[src/rtl/layer_depth_sorter_unit_macros.svh]
// ----------------------------------------------------------------------------
// layer_depth_sorter_unit_macros.svh
// Assertion shorthands used by the sorter back end (ldsort_back).
// ----------------------------------------------------------------------------
`ifndef LAYER_DEPTH_SORTER_UNIT_MACROS_SVH
`define LAYER_DEPTH_SORTER_UNIT_MACROS_SVH

// same-cycle implication, clocked on clk, quiet during reset
`define LDS_ASSERT_IMP(label, ante, cons, msg) \
    label: assert property (@(posedge clk) disable iff (!rst_n) (ante) |-> (cons)) \
        else $error(msg);

// next-cycle implication, clocked on clk, quiet during reset
`define LDS_ASSERT_NXT(label, ante, cons, msg) \
    label: assert property (@(posedge clk) disable iff (!rst_n) (ante) |=> (cons)) \
        else $error(msg);

`endif

[src/rtl/ldsort_pkg.sv]
// ----------------------------------------------------------------------------
// ldsort_pkg
// Shared constants and types of the layer depth sorter.
// ----------------------------------------------------------------------------
`default_nettype none

package ldsort_pkg;

    localparam int MAX_ENTRIES = 64;
    localparam int IDX_W       = $clog2(MAX_ENTRIES);
    localparam int CNT_W       = $clog2(MAX_ENTRIES + 1);

    localparam int CMDQ_DEPTH  = 2;
    localparam int CMDQ_PTR_W  = (CMDQ_DEPTH > 1) ? $clog2(CMDQ_DEPTH) : 1;
    localparam int CMDQ_CNT_W  = $clog2(CMDQ_DEPTH + 1);

    localparam logic [15:0] POS_LAYER_RESET = 16'd2;

    typedef struct packed {
        logic [15:0] handle;
        logic [15:0] layer;
        logic [15:0] arrival;
        logic [23:0] y;
    } entry_t;

    // one command from front to back
    typedef struct packed {
        logic             store;
        logic             close_list;
        logic [IDX_W-1:0] idx;
        entry_t           entry;
        logic [CNT_W-1:0] count;
        logic             overflow;
        logic [15:0]      special;
    } cmd_t;

endpackage

`default_nettype wire

[src/rtl/ldsort_front.sv]
// ----------------------------------------------------------------------------
// ldsort_front
// Accepts entries, assigns store slots, tracks drops and closes lists.
// ----------------------------------------------------------------------------
`default_nettype none

module ldsort_front
    import ldsort_pkg::*;
(
    input  wire logic        clk,
    input  wire logic        rst_n,
    input  wire logic        push,
    input  wire entry_t      entry,
    input  wire logic        is_last,
    input  wire logic        cfg_we,
    input  wire logic [15:0] cfg_data,
    input  wire logic        q_full,
    output logic             cmd_push,
    output cmd_t             cmd
);

    logic [CNT_W-1:0] fill_reg;
    logic [CNT_W-1:0] fill_next;
    logic             dropped_reg;
    logic             dropped_next;
    logic [15:0]      special_reg;
    logic             room;
    logic [CNT_W-1:0] count_after;
    logic             ovf_after;

    assign cmd_push    = push && !q_full;
    assign room        = fill_reg < CNT_W'(MAX_ENTRIES);
    assign count_after = room ? fill_reg + CNT_W'(1) : fill_reg;
    assign ovf_after   = dropped_reg || !room;

    always_comb
    begin
        cmd.store      = room;
        cmd.close_list = is_last;
        cmd.idx        = fill_reg[IDX_W-1:0];
        cmd.entry      = entry;
        cmd.count      = count_after;
        cmd.overflow   = ovf_after;
        cmd.special    = special_reg;
    end

    always_comb
    begin
        fill_next    = fill_reg;
        dropped_next = dropped_reg;
        if (cmd_push)
        begin
            if (is_last)
            begin
                fill_next    = '0;
                dropped_next = 1'b0;
            end
            else
            begin
                fill_next    = count_after;
                dropped_next = ovf_after;
            end
        end
    end

    always_ff @(posedge clk or negedge rst_n)
    begin
        if (!rst_n)
        begin
            fill_reg    <= '0;
            dropped_reg <= 1'b0;
            special_reg <= POS_LAYER_RESET;
        end
        else
        begin
            fill_reg    <= fill_next;
            dropped_reg <= dropped_next;
            if (cfg_we)
            begin
                special_reg <= cfg_data;
            end
        end
    end

endmodule

`default_nettype wire

[config.mk]
export PLATFORM = sky130hd
export DESIGN_NAME = ldsort_front
export DESIGN_NICKNAME = d
export VERILOG_FILES = /design/src/rtl/layer_depth_sorter_unit_macros.svh /design/src/rtl/ldsort_pkg.sv /design/src/rtl/ldsort_front.sv
export SDC_FILE = /design/constraint.sdc
export NUM_CORES = 1
export LEC_CHECK = 0
export BUFFER_PORTS_ARGS = -buffer_cell sky130_fd_sc_hd__buf_4
export CAP_MARGIN = 15
export CORE_ASPECT_RATIO = 1.4
export CORE_MARGIN = 5
export CORE_UTILIZATION = 35
export DETAILED_ROUTE_END_ITERATION = 8
export PLACE_DENSITY = 0.92
export SLEW_MARGIN = 0
export SYNTH_ARGS = -nofsm -noshare
export SYNTH_HDL_FRONTEND = slang
export SYNTH_SLANG_ARGS = --single-unit
[constraint.sdc]
create_clock -name clk -period 3 [get_ports clk]
set_input_delay 0.75 -clock clk [delete_from_list [all_inputs] [get_ports clk]]
set_output_delay 0.75 -clock clk [all_outputs]
set_load 0.005 [all_outputs]
==> run summary <==
Pleak: 0.7773 nW
RR Startpoint: fill_reg[0]$_DFFE_PN0P_
hold buffer count at cts: 0
# IOs: 199
number of flops mapped to enable cells by yosys: 0
Vert. Die Dim: 92.05 um
Worst Skew: 0.001615 ns
Synth Area in Simple Gates: 0.07286
ant diodes: 0
Total GRT Usage: 0.1167
initial antenna violation count: 0
clk_lat worst skew: 0.26 ns
delay-heaviest family, CP: flip-flops
CP endpoint kind: output pin
clk sink count: 24
vias in the first global route: 930
Post-Synthesis Cells: 160
area grow syn2layout: -4.907%
CTS Buf Count: 3
syn nets: 255
initial core utilization: 0.3530
fin nets: 230
core area: 4767 um^2
top_reg_cell synth: dfrtp_1
drt pass-1 iters: 3
final max-slew violation count: 0
critical path peak fanout: 5
top post-synthesis cells by area: buf_4, dfrtp_1, mux2_2, xnor2_1, dfstp_2
post-DR vias/cell: 4.631
critical path's slowest cell: dfrtp_1
status: finished clean
Max-Cap Viols: 0
Setup crit start kind: flip-flop
worst relative slew slack: 0.7927
clock tree buffer depth: 2
Syn Area/Cell: 10.52 um^2
Final Wtd Congestion: 0.6763
Placed Area: 1545 um^2
worst vdd ir: 181.8 uV
fmax: 448.4 MHz
CP peak stage delay: 0.48 ns
DP Wirelength: 3383 um
Synth Warn #: 0
max reg flops: 16
CP Class: reg -> out
Final Hold Fails: 0
RSZ-0062 raised after global routing: false
Die W: 68.61 um
cell taking the most area after synthesis: buf_4
CTS tree: yes
CP arrival: 1.48 ns
# resized after CTS: 0
H-tree depth: 1
post-synthesis cell type count: 30
Hold Path Class: in -> async
routed vias: 917
fraction of layout cells with a size suffix above 1: 0.6045
Yosys reg bits: 24
R2R setup slack: 1.62 ns
main combinational cell family by area after synthesis: buffers and inverters
DR iter-0 viols: 12
Final Critical Period: 2.230 ns
Bufs and invs on worst path: 1
IO Port Bufs: 54
critical path launch point: fill_reg[0]$_DFFE_PN0P_
largest net degree at the start of global routing: 25
Post-CTS Setup Bufs: 0
Final period util: 0.7434
top cell type's share of synthesized area: 0.3613
Post-Syn Area: 1683 um^2
Cell Pwr Density: 489.3 nW/um^2
Synth Area in Adders: 0.007435
Worst Tran Pin Value: 0.3109 ns
sequential share of the synthesized area: 0.3576
Final setup viols: 0
Synth Area in XOR/XNOR: 0.02602
Async S/R FF share, synth: 1.000
Final Cell Area: 1600 um^2
WL/cell: 20.03 um
Root Driver: clkbuf_8
total gr overflow: 0
Worst Path Required: 2.25 ns
mux contribution to synthesized area: 0.1138
setup TNS: 0 ns
Residual DRC: 0
Critical Path, Cell by Cell: ha_1 -> nand4b_1 -> xnor2_1 -> buf_4
Rows: 30
Detailed Route WL: 3966 um
Final Power: 0.7829 mW
die area: 6315 um^2
Synth Area in Compound Gates: 0.04758
first-pass GRT wire length: 5333 um
Antenna Nets Post-Route: 0
CTS clk-pin slew, worst paths: 0.08 ns
-- synth_stat cells (2+ instances only) --
cell type / n
xnor2_1: 4
mux2_2: 17
nor2_1: 3
nand2_1: 2
a22o_1: 2
inv_1: 2
dfrtp_1: 23
nor2b_1: 2
buf_2: 3
nor4_1: 2
buf_4: 81
-- worst paths after layout --
path	endpoint	cells past startpoint
max	cmd[21]	4
min	special_reg[2]$_DFFE_PN0P_	1
max reg2reg	fill_reg[4]$_DFFE_PN0P_	3
min reg2reg	special_reg[7]$_DFFE_PN0P_	1
max in group asynchronous	special_reg[1]$_DFFE_PN1P_	1
min in group clk	special_reg[7]$_DFFE_PN0P_	1
-- through the flow --
stage                     worst slack, ns  cells  utilization  hold slack (ns)
after floorplan                     1.098    160            -           0.4544
after global placement             0.9028    194       0.3241           0.4905
after detailed placement           0.8933    194       0.3241           0.4967
after CTS                          0.7397    198       0.3357           0.3812
after global routing               0.6048    198       0.3357           0.4001
final                              0.7698    198       0.3357           0.3786
-- layout by cell type, fill, tap and decap left out, drive strengths merged, types with 2 or more instances in the layout --
| master | count |
|---|---|
| buf | 54 |
| dfrtp | 23 |
| mux2 | 17 |
| xnor2 | 4 |
| clkbuf | 4 |
| nor2 | 3 |
| a22o | 3 |
| nand2 | 2 |
| inv | 2 |
| nor2b | 2 |
| nor4 | 2 |
| nand4b | 2 |
| nand2b | 2 |
| a221o | 2 |
-- where the power goes --
part           total [mW]  leakage (nW)  switching [mW]  internal [mW]
combinational       0.182         0.459          0.0665          0.115
clock               0.214        0.0288          0.0971          0.117
sequential          0.387         0.289          0.0310          0.356
-- logic make-up after synthesis --
group / after synthesis
multiplexers: 17
XOR/XNOR: 5
adder cells (fa/ha/maj): 1
buffers and inverters: 86
AND/OR/NAND/NOR: 18
AO/OA/AOI/OAI: 9
flip-flops: 24
-- final cells by class --
class | instances | area, um^2
Inverter | 2 | 7.507
Timing Repair Buffer | 54 | 405.4
Tap cell | 64 | 80.08
Clock buffer | 4 | 55.05
Multi-Input combinational cell | 50 | 450.4
Sequential cell | 24 | 601.8
Fill cell | 460 | 3167
-- metal layers --
| layer | up-vias | GRT usage | wire (um) |
|---|---|---|---|
| met5 | - | 0 | 0 |
| met4 | 0 | 0.09619 | 250 |
| met3 | 36 | 0.09926 | 969 |
| met2 | 86 | 0.1896 | 1792 |
| met1 | 404 | 0.07698 | 954 |
| li1 | 391 | - | - |
-- worst register-to-register path, delay by kind of cell (launching register included) --
family          cells  cell delay [ns]
compound gates      1             0.37
fa+ha+maj           1             0.25
simple gates        1             0.18
flops               1             0.48
Power figures use the tool's default switching activity.
