`src/rtl/layer_depth_sorter_unit_macros.svh`:
```
// ----------------------------------------------------------------------------
// layer_depth_sorter_unit_macros.svh
// Assertion shorthands used by the sorter back end (ldsort_back).
// ----------------------------------------------------------------------------
`ifndef LAYER_DEPTH_SORTER_UNIT_MACROS_SVH
`define LAYER_DEPTH_SORTER_UNIT_MACROS_SVH

// same-cycle implication, clocked on clk, quiet during reset
`define LDS_ASSERT_IMP(label, ante, cons, msg) \
    label: assert property (@(posedge clk) disable iff (!rst_n) (ante) |-> (cons)) \
        else $error(msg);

// next-cycle implication, clocked on clk, quiet during reset
`define LDS_ASSERT_NXT(label, ante, cons, msg) \
    label: assert property (@(posedge clk) disable iff (!rst_n) (ante) |=> (cons)) \
        else $error(msg);

`endif

```
`src/rtl/ldsort_pkg.sv`:
```
// ----------------------------------------------------------------------------
// ldsort_pkg
// Shared constants and types of the layer depth sorter.
// ----------------------------------------------------------------------------
`default_nettype none

package ldsort_pkg;

    localparam int MAX_ENTRIES = 64;
    localparam int IDX_W       = $clog2(MAX_ENTRIES);
    localparam int CNT_W       = $clog2(MAX_ENTRIES + 1);

    localparam int CMDQ_DEPTH  = 2;
    localparam int CMDQ_PTR_W  = (CMDQ_DEPTH > 1) ? $clog2(CMDQ_DEPTH) : 1;
    localparam int CMDQ_CNT_W  = $clog2(CMDQ_DEPTH + 1);

    localparam logic [15:0] POS_LAYER_RESET = 16'd2;

    typedef struct packed {
        logic [15:0] handle;
        logic [15:0] layer;
        logic [15:0] arrival;
        logic [23:0] y;
    } entry_t;

    // one command from front to back
    typedef struct packed {
        logic             store;
        logic             close_list;
        logic [IDX_W-1:0] idx;
        entry_t           entry;
        logic [CNT_W-1:0] count;
        logic             overflow;
        logic [15:0]      special;
    } cmd_t;

endpackage

`default_nettype wire

```
`src/rtl/ldsort_cmdq.sv`:
```
// ----------------------------------------------------------------------------
// ldsort_cmdq
// Short command queue between front and back.
// ----------------------------------------------------------------------------
`default_nettype none

module ldsort_cmdq
    import ldsort_pkg::*;
(
    input  wire logic clk,
    input  wire logic rst_n,
    input  wire logic wr_en,
    input  wire cmd_t wr_cmd,
    output logic      full,
    input  wire logic rd_en,
    output cmd_t      rd_cmd,
    output logic      empty
);

    cmd_t                  slot_reg [CMDQ_DEPTH];
    logic [CMDQ_PTR_W-1:0] wr_ptr_reg;
    logic [CMDQ_PTR_W-1:0] rd_ptr_reg;
    logic [CMDQ_CNT_W-1:0] cnt_reg;
    logic                  do_wr;
    logic                  do_rd;

    assign full   = cnt_reg == CMDQ_CNT_W'(CMDQ_DEPTH);
    assign empty  = cnt_reg == '0;
    assign do_wr  = wr_en && !full;
    assign do_rd  = rd_en && !empty;
    assign rd_cmd = slot_reg[rd_ptr_reg];

    function automatic logic [CMDQ_PTR_W-1:0] ptr_inc(input logic [CMDQ_PTR_W-1:0] p);
        if (p == CMDQ_PTR_W'(CMDQ_DEPTH - 1))
        begin
            return '0;
        end
        return p + CMDQ_PTR_W'(1);
    endfunction

    always_ff @(posedge clk)
    begin
        if (do_wr)
        begin
            slot_reg[wr_ptr_reg] <= wr_cmd;
        end
    end

    always_ff @(posedge clk or negedge rst_n)
    begin
        if (!rst_n)
        begin
            wr_ptr_reg <= '0;
            rd_ptr_reg <= '0;
            cnt_reg    <= '0;
        end
        else
        begin
            if (do_wr)
            begin
                wr_ptr_reg <= ptr_inc(wr_ptr_reg);
            end
            if (do_rd)
            begin
                rd_ptr_reg <= ptr_inc(rd_ptr_reg);
            end
            if (do_wr && !do_rd)
            begin
                cnt_reg <= cnt_reg + CMDQ_CNT_W'(1);
            end
            else if (do_rd && !do_wr)
            begin
                cnt_reg <= cnt_reg - CMDQ_CNT_W'(1);
            end
        end
    end

endmodule

`default_nettype wire

```
`config.mk`:
```
export PLATFORM = sky130hd
export DESIGN_NAME = ldsort_cmdq
export DESIGN_NICKNAME = d
export VERILOG_FILES = /design/src/rtl/layer_depth_sorter_unit_macros.svh /design/src/rtl/ldsort_pkg.sv /design/src/rtl/ldsort_cmdq.sv
export SDC_FILE = /design/constraint.sdc
export NUM_CORES = 1
export LEC_CHECK = 0
export BUFFER_PORTS_ARGS = -buffer_cell sky130_fd_sc_hd__buf_4
export CAP_MARGIN = 20
export CORE_ASPECT_RATIO = 1.25
export CORE_MARGIN = 1
export CORE_UTILIZATION = 45
export CTS_CLUSTER_SIZE = 14
export DETAILED_ROUTE_END_ITERATION = 8
export PLACE_DENSITY = 0.67
export SETUP_SLACK_MARGIN = 0.5
export SYNTH_ARGS = -nofsm -noshare
export SYNTH_HDL_FRONTEND = slang
export SYNTH_SLANG_ARGS = --single-unit
```
`constraint.sdc`:
```
create_clock -name clk -period 14.1 [get_ports clk]
set_input_delay 1.41 -clock clk [delete_from_list [all_inputs] [get_ports clk]]
set_output_delay 1.41 -clock clk [all_outputs]
set_load 0.02 [all_outputs]
```
==> impl_metrics.csv <==
group,metric,value,unit
clock_network,insertion_delay,490,ps
critical_path,cp-startpoint,"rd_ptr_reg",
synthesis,yosys.area.top_type,"edfxtp_1",
sta,hold_violations,0,
synthesis,synth_fa_ha_area_share,0.157,%
critical_path,crit_required,12690,ps
floorplan,die_w,121,um
power,p_sw,0.694,mW
synthesis,synth_simple_gate_area_share,0.346,%
synthesis,syn_inst,343,
critical_path,startpoint_type,"flip-flop",
floorplan,core,17400,um2
grt,antenna_found_initial,0,
sta,skew,4.17,ps
placement,dp_worst_setup_slack,10260,ps
synthesis,synth_mux_area_share,17.1,%
clock_network,cts_buffers,22,
power,intPower,1.60,mW
sta,period_share,30.3,%
critical_path,worstPathArrival,2860,ps
sta,maxSlewViolCount,0,
placement,port_buffers,213,
grt,grtUsageTotal,15.4,%
clock_network,clock-sinks,212,
synthesis,syn-cell-area,7950,um2
outcome,status,"finished clean",
synthesis,yosysUniqueCellTypes,17,
clock_network,cts_hold_buf,0,
route,antenna_left,0,
route,drc,0,
synthesis,ys_seq_elements,212,
floorplan,io_pins,214,
sta,rsz0062_at_grt,"false",
synthesis,syn_avg_cell_area,23.2,um2
clock_network,cts_tree,"yes",
sta,final.setup.tns,0,ps
synthesis,seq_area_frac_synth,79.8,%
clock_network,post_cts_buffers,0,
synthesis,synth-compound-area-share,0.0629,%
power,power_density,219,nW/um2
floorplan,die-area,18200,um2
layout,finalInstanceArea,10500,um2
critical_path,cp_max_fo,66,
sta,tightest_slew,1010,ps
synthesis,synthesis.nets,452,
clock_network,cts_resized,0,
synthesis,synth_top_area_share,78.5,%
synthesis,synth_top_family_by_area,"multiplexers",
power,p_seq_share,41.0,%
grt,gr-total-overflow,0,
route,via_count,3911,
grt,grt_max_degree,71,
placement,placedInstanceArea,9730,um2
route,wirelength,14300,um
power,clock_power_share,25.0,%
route,dr.pass1.iters,4,
synthesis,ys_warn_count,0,
layout,drive_gt1_share,60.3,%
route,first_iter_violations,185,
sta,setup_ws,9830,ps
synthesis,synth_xor_xnor_area_share,0.551,%
layout,largest_reg_flops,208,
floorplan,rows,54,
placement,place_hpwl,9340,um
floorplan,die_h,151,um
synthesis,netlist_top_cells_area,"edfxtp_1 (79%), mux2_4 (9.4%), mux2_2 (7.6%), buf_12 (1.3%), dfrtp_1 (1.3%)",
sta,setup_viol,0,
sta,fmax,234,MHz
clock_network,clkSlewWorstSetupHoldPaths,60,ps
route,wl_per_cell,17.7,um
clock_network,cts_buffer_depth,3,
power,power_leakage,4.06,nW
critical_path,cp-end-kind,"output pin",
power,switching_share,30.3,%
floorplan,initial_core_util,45.8,%
hold_path,hold_path_class,"flip-flop to flip-flop",
route,viasPerCell,4.82,
critical_path,critPathKind,"flip-flop to output pin",
grt,grt_pass1_wl,21500,um
clock_network,cts_root_buf,"clkbuf_16",
flow_run,maxCapViolations,0,
power,p_comb_share,34.0,%
sta,layout_min_cycle_time,4270,ps
layout,areaGrowthSynthToFinish,31.5,%
layout,num-nets-final,681,
sta,slew_headroom,32.9,%
critical_path,endpoint,"rd_cmd[87]",
critical_path,r2r-end,"slot_reg[0][13]",
critical_path,worstReg2RegStart,"cnt_reg[0]",
placement,place_congestion,0.701,
power,vdd_drop_max,0.000139,V
grt,first_global_vias,4286,
layout,fin_util,60.2,%
critical_path,reg2reg_depth,5,
critical_path,r2r_setup_slack,11560,ps
clock_network,cts_max_level,1,
routing by layer:
metal | wire, um | global-route usage, % | part of all wire, % | up-vias
li1 | - | - | - | 1809
met1 | 5210 | 16.8 | 36 | 1920
met2 | 7310 | 27.3 | 51 | 158
met3 | 1520 | 6.14 | 11 | 24
met4 | 315 | 4.94 | 2.2 | 0
met5 | 0 | 0 | 0 | -
cell type report:
cell class              instances  area (um2)
inverters                       2        7.51
clock buffers                  27         591
repair buffers                217        1630
multi-input cells             117        1460
flip-flops and latches        212        6350
well taps                     224         280
diodes                          1        2.50
fillers                      1286        6910
clock inverters                12         135
cell families after synthesis:
family / Yosys count
AOI/OAI and AO/OA: 1
muxes: 104
buffers and inverters: 14
adders and majority gates: 1
DFF: 212
xor gates and xnor gates: 5
and+or+nand+nor: 6
power groups by stage:
stage | combinational (mW) | clock, mW | sequential, mW
2_1_floorplan | 0.565 | 0 | 0.918
3_3_place_gp | 0.785 | 0 | 0.946
3_5_place_dp | 0.791 | 0 | 0.955
4_1_cts | 0.793 | 0.589 | 0.943
5_1_grt | 0.827 | 0.610 | 0.957
6_report | 0.779 | 0.573 | 0.939
synthesized netlist by cell type:
cell type / number
edfxtp_1: 208
mux2_2: 54
mux2_4: 50
buf_12: 5
buf_2: 5
dfrtp_1: 4
nor2_1: 3
xnor2_1: 3
inv_1: 2
xor2_1: 2
and3_1: 1
buf_6: 1
buf_8: 1
ha_1: 1
nand2_1: 1
nand2b_1: 1
o21ai_0: 1
how the worst min path moves through the flow:
stage / slack (ps) / to / cells after the start / start
after floorplan: 460 / wr_ptr_reg / 1 / wr_ptr_reg
after global placement: 500 / cnt_reg[1] / 1 / cnt_reg[1]
after detailed placement: 530 / cnt_reg[1] / 1 / cnt_reg[1]
after CTS: 540 / cnt_reg[1] / 1 / cnt_reg[1]
after global routing: 590 / cnt_reg[1] / 1 / cnt_reg[1]
final: 530 / cnt_reg[1] / 1 / cnt_reg[1]
worst max-delay path: stages (launching register included):
cell	delay [ps]
dfrtp_4	1060
buf_4	720
mux2_2	420
buf_4	160
layout by cell type, fill, tap and decap left out, drive strengths merged:
cell	instances
xnor2	3
nor2	3
dfrtp	4
nand2b	1
edfxtp	208
bufinv	3
xor2	2
inv	3
o21ai	1
clkbuf	27
clkinv	8
diode	1
ha	1
buf	217
nand2	1
and3	1
mux2	104
through the flow:
step / power (mW) / std cells / hold WS [ps]
after floorplan: 1.48 / 343 / 461
after global placement: 1.73 / 772 / 502
after detailed placement: 1.75 / 772 / 529
after CTS: 2.32 / 811 / 537
after global routing: 2.39 / 811 / 589
final: 2.29 / 812 / 529
Power figures use the tool's default switching activity.
